[config.mk]
export PLATFORM = sky130hd
export DESIGN_NAME = mac_address_text_parser_unit
export DESIGN_NICKNAME = d
export VERILOG_FILES = /design/src/rtl/core/macp_pkg.sv /design/src/rtl/core/mac_address_text_parser_unit.sv /design/src/rtl/core/macp_front.sv /design/src/rtl/core/macp_queue.sv /design/src/rtl/core/macp_back.sv
export VERILOG_INCLUDE_DIRS = /design/src /design/src/rtl/core
export SDC_FILE = /design/constraint.sdc
export NUM_CORES = 1
export LEC_CHECK = 0
export BUFFER_PORTS_ARGS = -buffer_cell sky130_fd_sc_hd__buf_2
export CAP_MARGIN = 40
export CORE_ASPECT_RATIO = 1.75
export CORE_UTILIZATION = 40
export CTS_BUF_LIST = sky130_fd_sc_hd__clkbuf_8
export DETAILED_ROUTE_END_ITERATION = 10
export GPL_TIMING_DRIVEN = 0
export PLACE_DENSITY_LB_ADDON = 0.2
export SYNTH_ARGS = -nofsm -noshare
export SYNTH_HDL_FRONTEND = slang
export SYNTH_HIERARCHICAL = 1
export SYNTH_SLANG_ARGS = --single-unit
export TNS_END_PERCENT = 100
[constraint.sdc]
create_clock -name i_clk -period 5.7 [get_ports i_clk]
set_clock_uncertainty 0.1 [all_clocks]
set_input_delay 1.14 -clock i_clk [delete_from_list [all_inputs] [get_ports i_clk]]
set_output_delay 1.14 -clock i_clk [all_outputs]
set_load 0.05 [all_outputs]
[src/rtl/core/assert_macros.svh]
// Assertion macros for the RTL files that check themselves.
// Needs a clock i_clk and an active-low reset i_rst_n in the including scope.
`ifndef ASSERT_MACROS_SVH
`define ASSERT_MACROS_SVH

// Clocked implication check, off while reset is asserted.
`define ASSERT_CLK(lbl, prop, msg) \
    lbl: assert property (@(posedge i_clk) disable iff (!i_rst_n) prop) else $error(msg);

// Same check, also active during reset.
`define ASSERT_ALWAYS(lbl, prop, msg) \
    lbl: assert property (@(posedge i_clk) prop) else $error(msg);

`endif

[src/rtl/core/macp_pkg.sv]
// Shared types and constants of the MAC address text parser.
// No dependencies; imported by every module of the block.
`default_nettype none

package macp_pkg;

    localparam logic [7:0] C_CHAR_COLON = 8'h3A;
    localparam logic [7:0] C_CHAR_DASH  = 8'h2D;
    localparam logic [3:0] C_PLAIN_DIGITS = 4'd12;
    localparam logic [2:0] C_MAC_BYTES    = 3'd6;
    localparam int         C_MAC_W        = 48;

    // One character after classification.
    typedef struct packed {
        logic [3:0] digit;
        logic       is_hex;
        logic       is_sep;
        logic       last;
    } t_char_cls;

    // Queue status seen by the back end and the checks.
    typedef struct packed {
        logic full;
        logic valid;
    } t_q_stat;

endpackage

`default_nettype wire

[src/rtl/core/mac_address_text_parser_unit.sv]
// Top level of the MAC address text parser: front decoder, queue, back end.
// Depends on macp_pkg, macp_front, macp_queue, macp_back, assert_macros.svh.
//
//  channel | handshake        | payload
//  --------+------------------+------------------------------------
//  input   | push / full      | i_char_code[7:0], i_last_char
//  result  | empty / pop      | o_valid_res, o_mac_address[47:0]
//
// One character per cycle sustained while no waiting result stalls the queue; a result
// reaches the ports through the queue write and then the back-end update.
// The back-end state register update is the loop that sets the rate.
// Reset is synchronous and empties the queue and the result slot; the result value and valid bit are not reset.
// A waiting result stalls the queue only once a final character reaches its head;
// full then rises after one more character.
`default_nettype none

`include "assert_macros.svh"

module mac_address_text_parser_unit (
    input  wire logic        i_clk,
    input  wire logic        i_rst_n,
    input  wire logic        push,
    output logic             full,
    input  wire logic [7:0]  i_char_code,
    input  wire logic        i_last_char,
    output logic             empty,
    input  wire logic        pop,
    output logic             o_valid_res,
    output logic [47:0]      o_mac_address
);
    import macp_pkg::*;

    t_char_cls w_front_cls;
    t_char_cls w_q_cls;
    t_q_stat   w_q_stat;
    logic      w_take;
    logic      w_res_avail;

    macp_front u_front (
        .i_char_code (i_char_code),
        .i_last_char (i_last_char),
        .o_cls       (w_front_cls)
    );

    macp_queue u_queue (
        .i_clk   (i_clk),
        .i_rst_n (i_rst_n),
        .i_wr    (push && !w_q_stat.full),
        .i_data  (w_front_cls),
        .i_rd    (w_take),
        .o_data  (w_q_cls),
        .o_stat  (w_q_stat)
    );

    macp_back u_back (
        .i_clk         (i_clk),
        .i_rst_n       (i_rst_n),
        .i_cls         (w_q_cls),
        .i_q_stat      (w_q_stat),
        .o_take        (w_take),
        .i_res_pop     (pop),
        .o_res_avail   (w_res_avail),
        .o_valid_res   (o_valid_res),
        .o_mac_address (o_mac_address)
    );

    assign full  = w_q_stat.full;
    assign empty = !w_res_avail;

    // an invalid parse must never carry address bits
    `ASSERT_CLK(a_mac_zero_if_invalid, !empty && !o_valid_res |-> o_mac_address == 48'd0, "invalid result with nonzero address")
    // a queued character is not dropped unless the back end takes it
    `ASSERT_CLK(a_queue_keeps_item, w_q_stat.valid && !w_take |=> w_q_stat.valid, "queued character lost")
    // an unpopped result stays put, whatever the queue holds
    `ASSERT_CLK(a_result_held, !empty && !pop |=> !empty && $stable(o_mac_address), "pending result overwritten")

endmodule

`default_nettype wire

[src/rtl/core/macp_front.sv]
// Front end: decodes one incoming character into hex value and class flags.
// Depends on macp_pkg.
`default_nettype none

module macp_front (
    input  wire logic [7:0]          i_char_code,
    input  wire logic                i_last_char,
    output macp_pkg::t_char_cls      o_cls
);
    import macp_pkg::*;

    logic [7:0] w_lc;
    logic       w_dec;
    logic       w_alpha;

    always_comb begin
        w_lc    = i_char_code | 8'h20;   // fold case for letters
        w_dec   = (i_char_code >= 8'h30) && (i_char_code <= 8'h39);
        w_alpha = (w_lc >= 8'h61) && (w_lc <= 8'h66);
        o_cls.is_hex = w_dec || w_alpha;
        o_cls.is_sep = (i_char_code == C_CHAR_COLON) || (i_char_code == C_CHAR_DASH);
        o_cls.last   = i_last_char;
        if (w_dec) begin
            o_cls.digit = i_char_code[3:0];
        end else if (w_alpha) begin
            o_cls.digit = w_lc[3:0] + 4'd9;
        end else begin
            o_cls.digit = 4'd0;
        end
    end

endmodule

`default_nettype wire

[src/rtl/core/macp_queue.sv]
// Two-entry queue of classified characters between front and back end.
// Depends on macp_pkg.
`default_nettype none

module macp_queue (
    input  wire logic                i_clk,
    input  wire logic                i_rst_n,
    input  wire logic                i_wr,
    input  macp_pkg::t_char_cls      i_data,
    input  wire logic                i_rd,
    output macp_pkg::t_char_cls      o_data,
    output macp_pkg::t_q_stat        o_stat
);
    import macp_pkg::*;

    t_char_cls  r_mem [2];
    logic       r_wr_ptr, n_wr_ptr;
    logic       r_rd_ptr, n_rd_ptr;
    logic [1:0] r_count, n_count;

    always_comb begin
        n_wr_ptr = r_wr_ptr ^ i_wr;
        n_rd_ptr = r_rd_ptr ^ i_rd;
        n_count  = r_count + {1'b0, i_wr} - {1'b0, i_rd};
    end

    always_ff @(posedge i_clk) begin
        if (!i_rst_n) begin
            r_wr_ptr <= 1'b0;
            r_rd_ptr <= 1'b0;
            r_count  <= 2'd0;
        end else begin
            r_wr_ptr <= n_wr_ptr;
            r_rd_ptr <= n_rd_ptr;
            r_count  <= n_count;
        end
    end

    always_ff @(posedge i_clk) begin
        if (i_wr) begin
            r_mem[r_wr_ptr] <= i_data;
        end
    end

    assign o_data       = r_mem[r_rd_ptr];
    assign o_stat.full  = (r_count == 2'd2);
    assign o_stat.valid = (r_count != 2'd0);

endmodule

`default_nettype wire

[src/rtl/core/macp_back.sv]
// Back end: runs the separator and plain readings side by side and holds
// the result register. Depends on macp_pkg.
`default_nettype none

module macp_back (
    input  wire logic                i_clk,
    input  wire logic                i_rst_n,
    input  macp_pkg::t_char_cls      i_cls,
    input  macp_pkg::t_q_stat        i_q_stat,
    output logic                     o_take,
    input  wire logic                i_res_pop,
    output logic                     o_res_avail,
    output logic                     o_valid_res,
    output logic [47:0]              o_mac_address
);
    import macp_pkg::*;

    logic [7:0]  r_group_value, n_group_value;
    logic [1:0]  r_group_digits, n_group_digits;
    logic [2:0]  r_group_count, n_group_count;
    logic        r_sep_err, n_sep_err;
    logic [47:0] r_sep_bytes, n_sep_bytes;
    logic [3:0]  r_plain_cnt, n_plain_cnt;
    logic        r_plain_err, n_plain_err;
    logic [47:0] r_plain_bytes, n_plain_bytes;
    logic        r_sep_seen, n_sep_seen;

    logic        r_out_full, n_out_full;
    logic        r_valid_res, n_valid_res;
    logic [47:0] r_mac, n_mac;

    logic        w_res_taken;
    logic [2:0]  w_fin_count;
    logic [47:0] w_fin_bytes;
    logic        w_ok;

    assign w_res_taken = i_res_pop && r_out_full;
    // a final character needs a free result slot; others go straight in
    assign o_take = i_q_stat.valid && (!i_cls.last || !r_out_full || i_res_pop);

    always_comb begin
        n_group_value  = r_group_value;
        n_group_digits = r_group_digits;
        n_group_count  = r_group_count;
        n_sep_err      = r_sep_err;
        n_sep_bytes    = r_sep_bytes;
        n_plain_cnt    = r_plain_cnt;
        n_plain_err    = r_plain_err;
        n_plain_bytes  = r_plain_bytes;
        n_sep_seen     = r_sep_seen;
        n_out_full     = r_out_full && !w_res_taken;
        n_valid_res    = r_valid_res;
        n_mac          = r_mac;
        w_fin_count    = '0;
        w_fin_bytes    = '0;
        w_ok           = 1'b0;

        if (o_take) begin
            // separator reading
            if (i_cls.is_sep) begin
                n_sep_seen = 1'b1;
                if (r_group_count >= C_MAC_BYTES || r_group_digits == 2'd0) begin
                    n_sep_err = 1'b1;
                end else begin
                    n_sep_bytes    = {r_sep_bytes[39:0], r_group_value};
                    n_group_count  = r_group_count + 3'd1;
                    n_group_value  = 8'd0;
                    n_group_digits = 2'd0;
                end
            end else if (i_cls.is_hex) begin
                if (r_group_count >= C_MAC_BYTES || r_group_digits >= 2'd2) begin
                    n_sep_err = 1'b1;
                end else begin
                    n_group_value  = {r_group_value[3:0], i_cls.digit};
                    n_group_digits = r_group_digits + 2'd1;
                end
            end else begin
                n_sep_err = 1'b1;
            end

            // plain reading; count saturates one past twelve
            if (i_cls.is_hex && r_plain_cnt < C_PLAIN_DIGITS) begin
                n_plain_bytes = {r_plain_bytes[43:0], i_cls.digit};
            end else begin
                n_plain_err = 1'b1;
            end
            if (r_plain_cnt <= C_PLAIN_DIGITS) begin
                n_plain_cnt = r_plain_cnt + 4'd1;
            end

            if (i_cls.last) begin
                // close an unterminated final group
                if (n_group_digits != 2'd0 && n_group_count < C_MAC_BYTES) begin
                    w_fin_bytes = {n_sep_bytes[39:0], n_group_value};
                    w_fin_count = n_group_count + 3'd1;
                end else begin
                    w_fin_bytes = n_sep_bytes;
                    w_fin_count = n_group_count;
                end
                if (n_sep_seen) begin
                    w_ok  = !n_sep_err && (w_fin_count == C_MAC_BYTES);
                    n_mac = w_ok ? w_fin_bytes : '0;
                end else begin
                    w_ok  = !n_plain_err && (n_plain_cnt == C_PLAIN_DIGITS);
                    n_mac = w_ok ? n_plain_bytes : '0;
                end
                n_valid_res    = w_ok;
                n_out_full     = 1'b1;
                n_group_value  = '0;
                n_group_digits = '0;
                n_group_count  = '0;
                n_sep_err      = 1'b0;
                n_sep_bytes    = '0;
                n_plain_cnt    = '0;
                n_plain_err    = 1'b0;
                n_plain_bytes  = '0;
                n_sep_seen     = 1'b0;
            end
        end
    end

    always_ff @(posedge i_clk) begin
        if (!i_rst_n) begin
            r_group_value  <= '0;
            r_group_digits <= '0;
            r_group_count  <= '0;
            r_sep_err      <= 1'b0;
            r_sep_bytes    <= '0;
            r_plain_cnt    <= '0;
            r_plain_err    <= 1'b0;
            r_plain_bytes  <= '0;
            r_sep_seen     <= 1'b0;
            r_out_full     <= 1'b0;
        end else begin
            r_group_value  <= n_group_value;
            r_group_digits <= n_group_digits;
            r_group_count  <= n_group_count;
            r_sep_err      <= n_sep_err;
            r_sep_bytes    <= n_sep_bytes;
            r_plain_cnt    <= n_plain_cnt;
            r_plain_err    <= n_plain_err;
            r_plain_bytes  <= n_plain_bytes;
            r_sep_seen     <= n_sep_seen;
            r_out_full     <= n_out_full;
        end
    end

    always_ff @(posedge i_clk) begin
        r_valid_res <= n_valid_res;
        r_mac       <= n_mac;
    end

    assign o_res_avail   = r_out_full;
    assign o_valid_res   = r_valid_res;
    assign o_mac_address = r_mac;

endmodule

`default_nettype wire
==> qor.txt <==
outcome -> finished, final reports clean
Fin. Hold Viols -> 0
Hold EP -> u_back/r_sep_err$_SDFFE_PN0P_
vias post-DR -> 6294
library cells used by synthesis -> 58
hold_buf cts -> 0
antenna violations before repair -> 0
R2R depth -> 12
Clk network pwr share -> 22.2%
largest net degree at the start of global routing -> 36
vias in the first global route -> 6321
async set-or-reset flop fraction in the synthesized netlist -> 0%
n_diodes -> 0
Setup Buffers After CTS -> 0
final setup violation count -> 0
Cell Pwr Density -> 390 mW/mm^2
synth top area cells -> dfxtp_1 (28%), edfxtp_1 (22%), mux2i_1 (10%), a22oi_1 (9.4%), nor2b_1 (8.4%)
Top FF cell, synth -> dfxtp_1
Final Util -> 45.8%
grt total ovfl -> 0
Gate Count Post-Synth -> 786
GRT Util Overall -> 20.6%
Residual DRC -> 0
Comb power frac -> 35.8%
post-detail-place hpwl -> 16000 um
TritonRoute pass-1 iters -> 5
critical path arrival -> 3560 ps
Worst Path Max Fanout -> 10
switching fraction of total power -> 40.0%
Die Wd -> 113 um
Yosys top cell by area -> dfxtp_1
antenna-violating nets left -> 0
Post-synth EDFFs -> 63
hold-critical path depth -> 2
number of max-cap violations -> 0
clock latency on the worst-skew pair -> 480 ps
first-pass GRT wire length -> 34500 um
fmax -> 287 MHz
Initial Utilization -> 41.0%
most frequent cells in the layout -> dfxtp_1 (122), nor2b_1 (116), a22oi_1 (108)
post-synth top area share -> 28.3%
setup TNS -> 0 ps
worst hold start -> u_back/r_sep_err$_SDFFE_PN0P_
share of total power in sequential cells -> 42.0%
Tmin final -> 3490 ps
drt via density -> 5.56
Max-Slew Margin vs Limit -> 42.7%
routability-driven placement congestion ratio -> 0.896
Root Driver -> clkbuf_8
commonest non-fill, non-tap cell in the layout -> dfxtp_1
FP Rows -> 70
layout cells sized above 1 -> 14.9%
Critical Path RT -> 5780 ps
IO Pins -> 64
drt wl/cell -> 19.3 um
Leakage -> 3.42 nW
synthesized area -> 0.00862 sq mm
Setup Crit Path Kind -> reg -> reg
CTS max path bufs -> 2
IO Port Bufs -> 62
CTS Sinks -> 185
CTS tree -> yes
worst slew pin tran -> 859 ps
Worst-path clk slew -> 100 ps
DRT iter0 DRCs -> 334
post-CTS sizing -> 0
r2r setup slk -> 2210 ps
Pint -> 2.25 mW
post-synthesis register bit count -> 185
Setup crit end kind -> flip-flop
final wirelength -> 21800 um
H-tree depth -> 4
syn nets -> 814
RSZ-0062 raised after global routing -> false
Die H -> 196 um
DIE AREA -> 0.0222 sq mm
VDD IR-drop max -> 0.000220 V
total of warnings raised by yosys -> 6
crit path launch type -> flip-flop
fin nets -> 896
max-slew violations -> 0
core area -> 0.0210 sq mm
NetSw -> 1.50 mW
final worst-path cycle share -> 61.2%
CTS Buf Count -> 17
Tightest Hold Check Type -> reg -> reg
register area share after synthesis -> 50.3%
area grow syn2layout -> 11.7%
Syn Area/Cell -> 11.0 sq um
R2R Path End -> u_back/o_mac_address[46]$_DFFE_PP_
==> synth_stat cells (all sizes together) (14+ instances only) <==
cell / number
o22ai: 42
clkbuf: 39
buf: 20
a22oi: 108
inv: 16
edfxtp: 63
nor2b: 117
nor2: 14
mux2i: 90
ha: 15
nand2: 31
dfxtp: 122
==> routing by layer <==
layer  GRT usage [%]  wire length (um)  vias to the layer above
li1                -                 -                     3087
met1            22.0              8320                     3041
met2            38.8             12200                      122
met3            2.69               481                       44
met4            11.0               834                        0
met5               0                 0                        -
==> cells by family after synthesis <==
logic type | after synthesis | share of synthesized area [%]
AO/OA/AOI/OAI | 200 | 16.9
XOR/XNOR | 3 | 0.465
adder cells (fa/ha/maj) | 15 | 2.18
buffers and inverters | 75 | 4.01
flip-flops | 185 | 50.3
multiplexers | 99 | 11.6
AND/OR/NAND/NOR | 209 | 14.5
==> registers in the layout (all words and copies together) (netlist names), named ones only <==
name                   flops
u_back/o_valid_res         1
u_queue/r_count            2
u_back/r_plain_bytes      48
u_back/r_sep_err           1
u_back/o_res_avail         1
u_back/r_sep_bytes        48
u_back/o_mac_address      48
u_back/r_group_count       3
u_queue/r_mem             14
u_back/r_plain_err         1
u_back/r_plain_cnt         4
u_queue/r_rd_ptr           1
u_back/r_sep_seen          1
u_back/r_group_value       8
u_back/r_group_digits      2
u_queue/r_wr_ptr           1
==> how the worst max path moves through the flow <==
stage                         start                                     to  slack (ps)  cells after the start
final                     flip-flop     u_back/o_mac_address[46]$_DFFE_PP_        2210                     12
after global routing      flip-flop     u_back/o_mac_address[46]$_DFFE_PP_        1980                     12
after CTS                 flip-flop     u_back/o_mac_address[46]$_DFFE_PP_        2210                     12
after detailed placement        pop  u_back/r_plain_bytes[44]$_SDFFE_PN0P_        2240                     10
after global placement          pop      u_back/o_mac_address[3]$_DFFE_PP_        1820                      7
after floorplan                 pop      u_back/o_mac_address[0]$_DFFE_PP_        2660                      6
==> metrics by stage <==
stage | instance area (sq um) | instances | setup slack [ps] | hold slack [ps] | total power [mW]
6_report | 9630 | 1133 | 2210 | 393 | 3.75
2_1_floorplan | 8620 | 786 | 2660 | 338 | 2.62
4_1_cts | 9630 | 1133 | 2210 | 388 | 3.80
5_1_grt | 9630 | 1133 | 1980 | 433 | 3.94
3_5_place_dp | 9260 | 1101 | 2240 | 360 | 2.95
3_3_place_gp | 9240 | 1100 | 1820 | 349 | 2.94
==> area by class of cell <==
type | instances | area (sq um)
plain buffers | 59 | 285
clock buffers | 17 | 234
clock inverters | 15 | 130
fillers | 2086 | 11400
inverters | 16 | 60.1
multi-input cells | 526 | 3940
flip-flops and latches | 185 | 4330
well taps | 252 | 315
repair buffers | 63 | 330
==> power by group through the flow <==
stage	registers, mW	clock network [mW]	logic [mW]
after floorplan	1.93	0	0.692
after global placement	1.61	0	1.33
after detailed placement	1.61	0	1.35
after CTS	1.58	0.867	1.35
after global routing	1.59	0.915	1.43
final	1.58	0.834	1.34
==> worst max-delay path: stages, from the launching register on <==
cell      delay, ps
dfxtp_1         320
buf_2           180
mux2_1          400
or3b_1          380
a21boi_1        240
nor2_1          130
ha_1            310
nand3_1          80
nor2_1           70
o311ai_4        480
buf_6           210
buf_6           170
o22ai_2         100
Note: power is estimated with default switching activity, not from simulation.
